**src/hdl/tpba_pkg.sv**
```systemverilog
`timescale 1ns / 1ps

package tpba_pkg;

   localparam int SMALL_SLOTS_DEF = 8;
   localparam int LARGE_SLOTS_DEF = 8;
   localparam int SMALL_BYTES_DEF = 16;
   localparam int LARGE_BYTES_DEF = 64;

   localparam int CODE_W = 4;
   localparam int ADDR_W = 10;
   localparam int CALC_W = 16;

   localparam logic CMD_ALLOC = 1'b0;
   localparam logic CMD_FREE  = 1'b1;

   localparam logic SIZE_SMALL = 1'b0;
   localparam logic SIZE_LARGE = 1'b1;

   localparam logic STATUS_DONE    = 1'b0;
   localparam logic STATUS_NO_ROOM = 1'b1;

   typedef struct packed {
      logic              status;
      logic [CODE_W-1:0] slot_code;
      logic [ADDR_W-1:0] byte_address;
      logic              pair_used;
   } rsp_type;

endpackage

```
**src/hdl/tpba_alloc_core.sv**
```systemverilog
`timescale 1ns / 1ps

module tpba_alloc_core import tpba_pkg::*; #(
   parameter int SMALL_SLOTS = SMALL_SLOTS_DEF,
   parameter int LARGE_SLOTS = LARGE_SLOTS_DEF,
   parameter int SMALL_BYTES = SMALL_BYTES_DEF,
   parameter int LARGE_BYTES = LARGE_BYTES_DEF
) (
   input  logic                   command,
   input  logic                   size_class,
   input  logic [CODE_W-1:0]      free_slot,
   input  logic                   free_pair,
   input  logic [SMALL_SLOTS-1:0] small_occ,
   input  logic [LARGE_SLOTS-1:0] large_occ,
   output logic [SMALL_SLOTS-1:0] small_occ_in,
   output logic [LARGE_SLOTS-1:0] large_occ_in,
   output rsp_type                result
);

   localparam logic [CODE_W-1:0] SMALL_CODE = CODE_W'(SMALL_SLOTS);
   localparam logic [CODE_W-1:0] LARGE_CODE = CODE_W'(LARGE_SLOTS);
   localparam logic [CALC_W-1:0] LARGE_BASE = CALC_W'(SMALL_SLOTS * SMALL_BYTES);

   logic              small_full;
   logic              large_full;
   logic [CODE_W-1:0] small_loc;
   logic [CODE_W-1:0] large_loc;
   logic [CODE_W-1:0] pair_loc;
   logic              pair_found;
   logic [CODE_W-1:0] large_idx;
   logic [CALC_W-1:0] small_addr;
   logic [CALC_W-1:0] large_addr;
   logic [CALC_W-1:0] pair_addr;

   assign small_full = &small_occ;
   assign large_full = &large_occ;
   assign large_idx  = free_slot - SMALL_CODE;

   // priority encoders, lowest free slot wins
   always_comb begin
      small_loc = '0;
      for (int i = SMALL_SLOTS - 1; i >= 0; i--) begin
         if (!small_occ[i]) small_loc = CODE_W'(i);
      end
   end

   always_comb begin
      large_loc = '0;
      for (int i = LARGE_SLOTS - 1; i >= 0; i--) begin
         if (!large_occ[i]) large_loc = CODE_W'(i);
      end
   end

   always_comb begin
      pair_loc   = '0;
      pair_found = 1'b0;
      for (int i = SMALL_SLOTS - 2; i >= 0; i--) begin
         if (!small_occ[i] && !small_occ[i+1]) begin
            pair_loc   = CODE_W'(i);
            pair_found = 1'b1;
         end
      end
   end

   assign small_addr = CALC_W'(small_loc) * CALC_W'(SMALL_BYTES);
   assign large_addr = LARGE_BASE + CALC_W'(large_loc) * CALC_W'(LARGE_BYTES);
   assign pair_addr  = CALC_W'(pair_loc) * CALC_W'(SMALL_BYTES);

   always_comb begin
      small_occ_in = small_occ;
      large_occ_in = large_occ;
      result       = '0;
      if (command == CMD_FREE) begin
         if (free_slot < SMALL_CODE) begin
            small_occ_in = small_occ & ~(SMALL_SLOTS'(1) << free_slot);
            if (free_pair && (CALC_W'(free_slot) + 1'b1 < CALC_W'(SMALL_SLOTS))) begin
               small_occ_in = small_occ_in & ~(SMALL_SLOTS'(2) << free_slot);
            end
         end else if (large_idx < LARGE_CODE) begin
            large_occ_in = large_occ & ~(LARGE_SLOTS'(1) << large_idx);
         end
      end else if (size_class == SIZE_SMALL) begin
         if (!small_full) begin
            small_occ_in        = small_occ | (SMALL_SLOTS'(1) << small_loc);
            result.slot_code    = small_loc;
            result.byte_address = small_addr[ADDR_W-1:0];
         end else if (!large_full) begin
            large_occ_in        = large_occ | (LARGE_SLOTS'(1) << large_loc);
            result.slot_code    = SMALL_CODE + large_loc;
            result.byte_address = large_addr[ADDR_W-1:0];
         end else begin
            result.status = STATUS_NO_ROOM;
         end
      end else begin
         if (!large_full) begin
            large_occ_in        = large_occ | (LARGE_SLOTS'(1) << large_loc);
            result.slot_code    = SMALL_CODE + large_loc;
            result.byte_address = large_addr[ADDR_W-1:0];
         end else if (pair_found) begin
            small_occ_in        = small_occ | (SMALL_SLOTS'(3) << pair_loc);
            result.slot_code    = pair_loc;
            result.byte_address = pair_addr[ADDR_W-1:0];
            result.pair_used    = 1'b1;
         end else begin
            result.status = STATUS_NO_ROOM;
         end
      end
   end

endmodule

```
**src/hdl/two_pool_bitmap_allocator_top.sv**
```systemverilog
`timescale 1ns / 1ps
// path: a request is accepted into the input register, then moves to the response register,
// where the response becomes valid; the input register takes an item when empty or moving on
// throughput: one item per cycle while the response is not stalled; occupancy maps update
// as an item moves to the response register; a stalled response holds the pipe
// reset: synchronous, active high; clears valids and both occupancy maps (every slot free)

module two_pool_bitmap_allocator_top import tpba_pkg::*; #(
   parameter int SMALL_SLOTS = SMALL_SLOTS_DEF,
   parameter int LARGE_SLOTS = LARGE_SLOTS_DEF,
   parameter int SMALL_BYTES = SMALL_BYTES_DEF,
   parameter int LARGE_BYTES = LARGE_BYTES_DEF
) (
   input  logic        clock,
   input  logic        reset,
   input  logic        req_tvalid,
   output logic        req_tready,
   input  logic [7:0]  req_tdata,   // free_slot[3:0], free_pair[4], zero fill
   input  logic [1:0]  req_tuser,   // command[0], size_class[1]
   output logic        rsp_tvalid,
   input  logic        rsp_tready,
   output logic [15:0] rsp_tdata,   // slot_code[3:0], byte_address[13:4], pair_used[14], zero fill
   output logic        rsp_tuser    // status[0]
);

   logic                   in_valid_ff;
   logic                   command_ff;
   logic                   size_class_ff;
   logic [CODE_W-1:0]      free_slot_ff;
   logic                   free_pair_ff;
   logic                   rsp_valid_ff;
   rsp_type                rsp_ff;
   rsp_type                rsp_in;
   logic [SMALL_SLOTS-1:0] small_occ_ff;
   logic [SMALL_SLOTS-1:0] small_occ_in;
   logic [LARGE_SLOTS-1:0] large_occ_ff;
   logic [LARGE_SLOTS-1:0] large_occ_in;
   logic                   advance;

   assign advance    = in_valid_ff && (!rsp_valid_ff || rsp_tready);
   assign req_tready = !in_valid_ff || advance;

   always_ff @(posedge clock) begin
      if (reset) begin
         in_valid_ff <= 1'b0;
      end else if (req_tready) begin
         in_valid_ff <= req_tvalid;
      end
   end

   always_ff @(posedge clock) begin
      if (req_tvalid && req_tready) begin
         command_ff    <= req_tuser[0];
         size_class_ff <= req_tuser[1];
         free_slot_ff  <= req_tdata[3:0];
         free_pair_ff  <= req_tdata[4];
      end
   end

   tpba_alloc_core #(
      .SMALL_SLOTS (SMALL_SLOTS),
      .LARGE_SLOTS (LARGE_SLOTS),
      .SMALL_BYTES (SMALL_BYTES),
      .LARGE_BYTES (LARGE_BYTES)
   ) u_core (
      .command      (command_ff),
      .size_class   (size_class_ff),
      .free_slot    (free_slot_ff),
      .free_pair    (free_pair_ff),
      .small_occ    (small_occ_ff),
      .large_occ    (large_occ_ff),
      .small_occ_in (small_occ_in),
      .large_occ_in (large_occ_in),
      .result       (rsp_in)
   );

   always_ff @(posedge clock) begin
      if (reset) begin
         rsp_valid_ff <= 1'b0;
         small_occ_ff <= '0;
         large_occ_ff <= '0;
      end else begin
         if (advance) begin
            rsp_valid_ff <= 1'b1;
            small_occ_ff <= small_occ_in;
            large_occ_ff <= large_occ_in;
         end else if (rsp_tready) begin
            rsp_valid_ff <= 1'b0;
         end
      end
   end

   always_ff @(posedge clock) begin
      if (advance) begin
         rsp_ff <= rsp_in;
      end
   end

   assign rsp_tvalid = rsp_valid_ff;
   assign rsp_tuser  = rsp_ff.status;
   assign rsp_tdata  = {1'b0, rsp_ff.pair_used, rsp_ff.byte_address, rsp_ff.slot_code};

   // occupancy maps come out of reset empty
   assert property (@(posedge clock) $past(reset) |-> (small_occ_ff == '0 && large_occ_ff == '0))
      else $error("occupancy not cleared by reset");

   // a refused allocation leaves both maps untouched
   assert property (@(posedge clock) disable iff (reset)
      (advance && rsp_in.status == STATUS_NO_ROOM) |=>
      ($stable(small_occ_ff) && $stable(large_occ_ff)))
      else $error("no-room allocation changed occupancy");

   // a pair is only taken for a large item once the large pool is full
   assert property (@(posedge clock) disable iff (reset)
      (advance && rsp_in.pair_used) |->
      (command_ff == CMD_ALLOC && size_class_ff == SIZE_LARGE && (&large_occ_ff)))
      else $error("pair used outside large-pool overflow");

   // a successful allocation takes exactly one slot, or two for a pair
   assert property (@(posedge clock) disable iff (reset)
      (advance && command_ff == CMD_ALLOC && rsp_in.status == STATUS_DONE) |=>
      ($countones(small_occ_ff) + $countones(large_occ_ff) ==
       $countones($past(small_occ_ff)) + $countones($past(large_occ_ff)) + 1
       + int'($past(rsp_in.pair_used))))
      else $error("allocation did not take the right number of slots");

   // a refused allocation reports no slot
   assert property (@(posedge clock) disable iff (reset)
      (rsp_valid_ff && rsp_ff.status == STATUS_NO_ROOM) |->
      (rsp_ff.slot_code == '0 && rsp_ff.byte_address == '0 && !rsp_ff.pair_used))
      else $error("no-room response carries slot data");

endmodule

```
**config.mk**
```make
export PLATFORM = sky130hd
export DESIGN_NAME = two_pool_bitmap_allocator_top
export DESIGN_NICKNAME = d
export VERILOG_FILES = /design/src/hdl/tpba_pkg.sv /design/src/hdl/tpba_alloc_core.sv /design/src/hdl/two_pool_bitmap_allocator_top.sv
export SDC_FILE = /design/constraint.sdc
export NUM_CORES = 1
export LEC_CHECK = 0
export BUFFER_PORTS_ARGS = -buffer_cell sky130_fd_sc_hd__buf_2
export CAP_MARGIN = 20
export CORE_MARGIN = 4
export CORE_UTILIZATION = 51
export CTS_CLUSTER_DIAMETER = 80
export DETAILED_ROUTE_END_ITERATION = 8
export PLACE_DENSITY = 0.76
export SYNTH_ARGS = -nofsm -noshare
export SYNTH_HDL_FRONTEND = slang
export SYNTH_SLANG_ARGS = --single-unit
```
**constraint.sdc**
```tcl
create_clock -name clock -period 1.9 [get_ports clock]
set_input_delay 0.095 -clock clock [delete_from_list [all_inputs] [get_ports clock]]
set_output_delay 0.095 -clock clock [all_outputs]
set_load 0.01 [all_outputs]
```
## Word-level counts from Yosys, hierarchy flattened

Cells that the tools add are included.

| word-level totals | value |
|---|---|
| input bits | 14 |
| output and inout bits | 19 |
| flip-flop bits (word level) | 41 |

| operators by class | value |
|---|---|
| bitwise logic cells | 11 |
| reductions and logical operators | 29 |
| equal/unequal tests | 6 |
| mux-type cells | 54 |
| add/subtract/negate cells | 4 |
| magnitude comparators | 3 |
| shift-type cells | 6 |

Operator list:

| kind | count |
|---|---|
| 8-bit two-way mux | 13 |
| 14-bit two-way mux | 4 |
| 3-bit two-way mux | 16 |
| 4-bit two-way mux | 7 |
| 8-bit bitwise AND | 3 |
| 8-bit inverter | 3 |
| 8-bit bitwise OR | 3 |
| 1-bit by 4-bit << shifter with 8-bit output, first input constant | 3 |
| 16-bit by 4-bit less-than comparator with 1-bit output, second input constant | 1 |
| 8-bit AND reduction | 2 |
| 15-bit two-way mux | 1 |
| 1-bit two-way mux | 13 |
| 8-bit by 9-bit adder with 10-bit output, first input constant | 1 |
| 1-bit logical AND | 10 |
| 1-bit logical NOT | 10 |
| 4-bit less-than comparator, second input constant | 2 |
| 1-bit by 3-bit << shifter with 8-bit output, first input constant | 1 |
| 2-bit by 3-bit << shifter with 8-bit output, first input constant | 1 |
| 2-bit by 4-bit << shifter with 8-bit output, first input constant | 1 |
| 3-bit by 2-bit != test with 1-bit output, second input constant | 2 |
| 4-bit by 1-bit adder with 5-bit output, second input constant | 1 |
| 5-bit AND reduction | 1 |
| 4-bit by 3-bit adder with 4-bit output, first input constant | 1 |
| 2-bit by 1-bit != test with 1-bit output, second input constant | 2 |
| other kinds (9) | 11 |

## Logic depth before layout (Yosys ltp)

| depth | value |
|---|---|
| depth after elaboration | 15 |
| gate-level depth with buffers | 9 |

## Cells and area by module

From an unflattened synthesis, not the netlist that was laid out.

| second synthesis, totals | value |
|---|---|
| cell total of the unflattened synthesis | 280 |
| area, all modules | 2519.9 µm² |

By module, submodules not included:

| module | area each (µm²) | seq. area each (µm²) | cells each | times used |
|---|---|---|---|---|
| two_pool_bitmap_allocator_top | 1512.7 | 1051.0 | 104 | 1 |
| tpba_alloc_core | 1007.2 | 0.0 | 176 | 1 |

## Least setup slack after synthesis

No wires, ideal clock.

| timing | value |
|---|---|
| path type | register to register |
| from | register small_occ_ff[6] |
| to | register small_occ_ff[6] |
| setup time | 122 ps |
| data arrival time | 1788 ps |
| path slack | -11 ps |
| stages on the path, launching flop included | 8 |
| period minus slack after synthesis | 1911 ps |
| path buffers | 1 |
| data required time | 1778 ps |
| path through | dfxtp_1 -> buf_4 -> or3b_1 -> a21oi_1 -> ha_1 -> a311o_1 -> o21ai_0 -> a21oi_1 |

| on the way | value |
|---|---|
| cells in the longest elaborated chain, start to end | 15 |
| elaborated cells between the ends (all ways) | 41 |

Ends and longest elaborated chain:

| what | line | RTL |
|---|---|---|
| from (decl) | two_pool_bitmap_allocator_top.sv:34 | `logic [SMALL_SLOTS-1:0] small_occ_ff;` |
| from (signal assigned) | two_pool_bitmap_allocator_top.sv:85 | `small_occ_ff <= small_occ_in;` |
| 1-bit logical NOT | - |  |
| 1-bit logical AND | tpba_alloc_core.sv:58 | `if (!small_occ[i] && !small_occ[i+1]) begin` |
| 3-bit two-way mux (7 in series) | tpba_alloc_core.sv:58 |  |
| 2-bit by 3-bit << shifter with 8-bit output | tpba_alloc_core.sv:100 | `small_occ_in = small_occ \| (SMALL_SLOTS'(3) << pair_loc);` |
| 8-bit bitwise OR | tpba_alloc_core.sv:100 |  |
| 8-bit two-way mux | tpba_alloc_core.sv:99 | `end else if (pair_found) begin` |
| 8-bit two-way mux | tpba_alloc_core.sv:95 | `if (!large_full) begin` |
| 8-bit two-way mux | tpba_alloc_core.sv:82 | `end else if (size_class == SIZE_SMALL) begin` |
| 8-bit two-way mux | tpba_alloc_core.sv:73 | `if (command == CMD_FREE) begin` |

Several ways; a longest one is shown, not always the timed one. The select of a mux whose other input is x is not followed.
A chain may end at the register's enable or synchronous reset.

## Final worst setup path

Same ends and word-level chain as after synthesis.

==> impl_metrics.yaml <==
outcome:
  outcome: "completed"
timing:
  finalSetupViolations: 0
  layout_min_cycle_time_ps: 1864
  relSlewSlack_pct: 62.67
  max_clock_freq_mhz: 536.4
  hold_violations: 0
  finalCritPeriodShare_pct: 98.12
  rsz0062_at_grt: "true"
  setup_ws_ps: 35.72
  worstMarginPinSlew_ps: 552.2
  hold-worst-slack_ps: 30.06
  finalMaxSlewViolations: 0
  skew_ps: 8.783
finish:
  layout.nets: 299
  diodes: 0
  final_cells: 333
  drive_gt1_share_pct: 26.86
  synthToLayoutAreaGrowth_pct: 22.03
  fin_area_sq_um: 2626
  fill_cells: 349
cts:
  cts_tree: "done"
  cts.reportedPaths.clkPinSlew_ps: 70
  clock_latency_ps: 290
  clockBufferDepth: 2
  root_buffer: "clkbuf_8"
  clkSinkCount: 37
  htreeDepth: 2
  numCtsBuffers: 5
place:
  hpwl_mm: 3.635
  placed_cells_incl_taps: 317
  port_buffers: 24
  pre_cts_ws_ps: -78.32
  gp_congestion: 0.9062
  post_dp_cell_area_sq_um: 2427
detailed_routing:
  drt_iter0_markers: 138
  routedWlPerCell_um: 14.67
  antenna_left: 0
  dr.pass1.iters: 5
  finalWirelength_mm: 4.885
  drcViolationCount: 0
  vias: 1914
  avgViaCountPerCell: 5.748
global_route:
  grt_use_met1_pct: 25.33
  busiest_layer: "met2"
  grt.met3_usage_pct: 4.270
  grt_pass1_wl_mm: 8.418
  grt_usage_pct: 20.46
  grt_max_degree: 22
  overflow: 0
  antenna_found_initial: 0
  first_global_vias: 1820
  use_met2_pct: 34.97
yosys:
  synth_enable_flop_cells: 19
  ys_warn_count: 0
  syn-cell-area_sq_um: 2152
  async_flop_share_pct: 0
  synth_area_per_cell_sq_um: 9.357
  synthCells: 230
  synth_seq_area_share_pct: 43.26
  ys_types: 56
  ys.flop_type: "edfxtp_1"
  ys_seq_elements: 37
setup_path:
  ff2ff_setup_slack_ps: 40
  path_max_fanout: 6
  cpMaxStageDelayCell: "or3b_4"
  slowest_delay_ps: 420
  critPathArrivalTime_ps: 2030
  endpoint_kind: "flip-flop"
  critPathRequiredTime_ps: 2070
  start_kind: "flip-flop"
  cp_cell_sequence: "or3b_4 -> a21oi_4 -> ha_1 -> a311o_1 -> o21ai_1 -> a21oi_1"
  worstSetupPathType: "flip-flop to flip-flop"
min_path:
  hold_class: "primary input to flip-flop"
power_and_ir_drop:
  leakagePower_nw: 1.002
  power_density_nw_per_um2: 600.1
  irDropWorstVdd_mv: 0.4453
floorplanning:
  core_area_sq_um: 4029
  die_height_um: 72.96
  die_w_um: 72.96
  rows: 23
  die_area_sq_um: 5323
  io_pins: 33
  start_util_pct: 53.42
job:
  cap_violations: 0
[through the flow]
stage	total power, mW	utilization, %	setup TNS [ps]
detailed placement	1.060	60.25	-225.3
CTS	1.590	64.41	0
floorplan	1.009	-	0
finish	1.576	65.19	0
global placement	1.056	60.25	-38.46
global route	1.649	65.19	-54.92
[layout by cell type (no fill, tap or decap), types with 4 or more instances in the layout]
| master | n |
|---|---|
| dlygate4sd3_1 | 7 |
| a221oi_1 | 4 |
| edfxtp_1 | 19 |
| buf_2 | 24 |
| clkbuf_8 | 5 |
| a21oi_1 | 14 |
| and3_1 | 5 |
| nand2_1 | 17 |
| inv_1 | 10 |
| nand3_1 | 9 |
| nor3_1 | 6 |
| nor2_1 | 14 |
| buf_4 | 29 |
| conb_1 | 5 |
| nand2b_1 | 7 |
| dfxtp_1 | 13 |
| nor2b_1 | 7 |
| o21ai_0 | 11 |
| a211oi_1 | 5 |
| and2_1 | 4 |
| dfxtp_2 | 4 |
| a31oi_1 | 4 |
[worst max-delay path, delay by kind of cell, from the launching register on]
kind	cells	cell delay (ps)
simple gates	1	420
fa+ha+maj	1	270
flops	1	350
compound gates	4	700
[synth_stat cells (2+ instances only)]
| cell type | number | share of area, % |
|---|---|---|
| a21oi_1 | 17 | 4.0 |
| inv_1 | 11 | 1.9 |
| dfxtp_1 | 18 | 17 |
| ha_1 | 3 | 1.7 |
| nand4_1 | 3 | 0.87 |
| and2_1 | 4 | 1.2 |
| edfxtp_1 | 19 | 27 |
| nor4b_1 | 2 | 0.81 |
| o221ai_1 | 3 | 1.2 |
| clkbuf_1 | 5 | 0.87 |
| and4_1 | 2 | 0.81 |
| nor2_1 | 14 | 2.4 |
| buf_2 | 2 | 0.47 |
| nand3_1 | 9 | 2.1 |
| o21ai_0 | 12 | 2.8 |
| buf_6 | 4 | 2.1 |
| and3_1 | 5 | 1.5 |
| o41ai_1 | 3 | 1.2 |
| a21boi_0 | 2 | 0.70 |
| o22ai_1 | 2 | 0.58 |
| a21o_1 | 3 | 1.0 |
| o31ai_1 | 2 | 0.70 |
| nand2b_1 | 7 | 2.0 |
| nor3b_1 | 3 | 1.0 |
| nand2_1 | 17 | 3.0 |
| nor3_1 | 6 | 1.4 |
| nor2b_1 | 7 | 2.0 |
| buf_4 | 7 | 2.4 |
| a211oi_1 | 5 | 1.7 |
| a221oi_1 | 4 | 1.6 |
| a31oi_1 | 4 | 1.2 |
[cells by family (layout without fill, tap and decap cells)]
logic type / count (synthesis) / in the layout / synth area share [%]
fa+ha+maj: 3 / 3 / 1.744
other cells: 1 / 5 / 0.1743
flops: 37 / 37 / 43.26
buf+inv: 30 / 79 / 8.256
mux: 1 / 1 / 0.4651
compound gates: 69 / 69 / 22.44
simple gates: 89 / 89 / 23.66
[registers in the layout (all words and copies together) (netlist names)]
register,count
command_ff,1
free_pair_ff,1
free_slot_ff,4
in_valid_ff,1
large_occ_ff,8
rsp_tdata,11
rsp_tuser,1
rsp_tvalid,1
size_class_ff,1
small_occ_ff,8
[power by group]
| group | total [mW] | internal [mW] | switching [mW] | leakage [nW] |
|---|---|---|---|---|
| Combinational | 0.169 | 0.0758 | 0.0930 | 0.632 |
| Clock | 0.518 | 0.255 | 0.263 | 0.0399 |
| Sequential | 0.889 | 0.866 | 0.0230 | 0.331 |
[path summary, 6_finish.rpt]
kind / from / endpoint / cells past startpoint
max: small_occ_ff[6] / small_occ_ff[6] / 6
min: req_tvalid / in_valid_ff / 3
max reg2reg: small_occ_ff[6] / small_occ_ff[6] / 6
min reg2reg: large_occ_ff[6] / large_occ_ff[6] / 2
[final cells by class]
type                       count  area (sq um)  area share, %
clock inverter                 1         3.754         0.1429
multi-input combinational    167          1095          41.69
inverter                      11         41.29          1.572
sequential                    37         939.7          35.78
clock buffer                   7         76.32          2.906
tap                           50         62.56          2.382
timing repair buffer          60         407.9          15.53
[what timing repair did]
action                                  4_1_cts  5_1_grt
setup buffers                                 0        1
hold buffers                                  7        0
endpoints found under the setup margin        5       17
pin swaps                                     1        2
hold endpoints to repair                      7        0
gates cloned                                  0        0
resized for setup                             5       10
[routing by layer]
layer  routed length [um]  share of wire [%]  vias to the layer above
met5                    0                  0                        -
met4                   50                1.0                        0
met3                  267                5.5                        4
met2                 2501                 51                       57
met1                 2065                 42                      893
li1                     -                  -                      960
No activity file was read; power rests on OpenSTA's default activity.
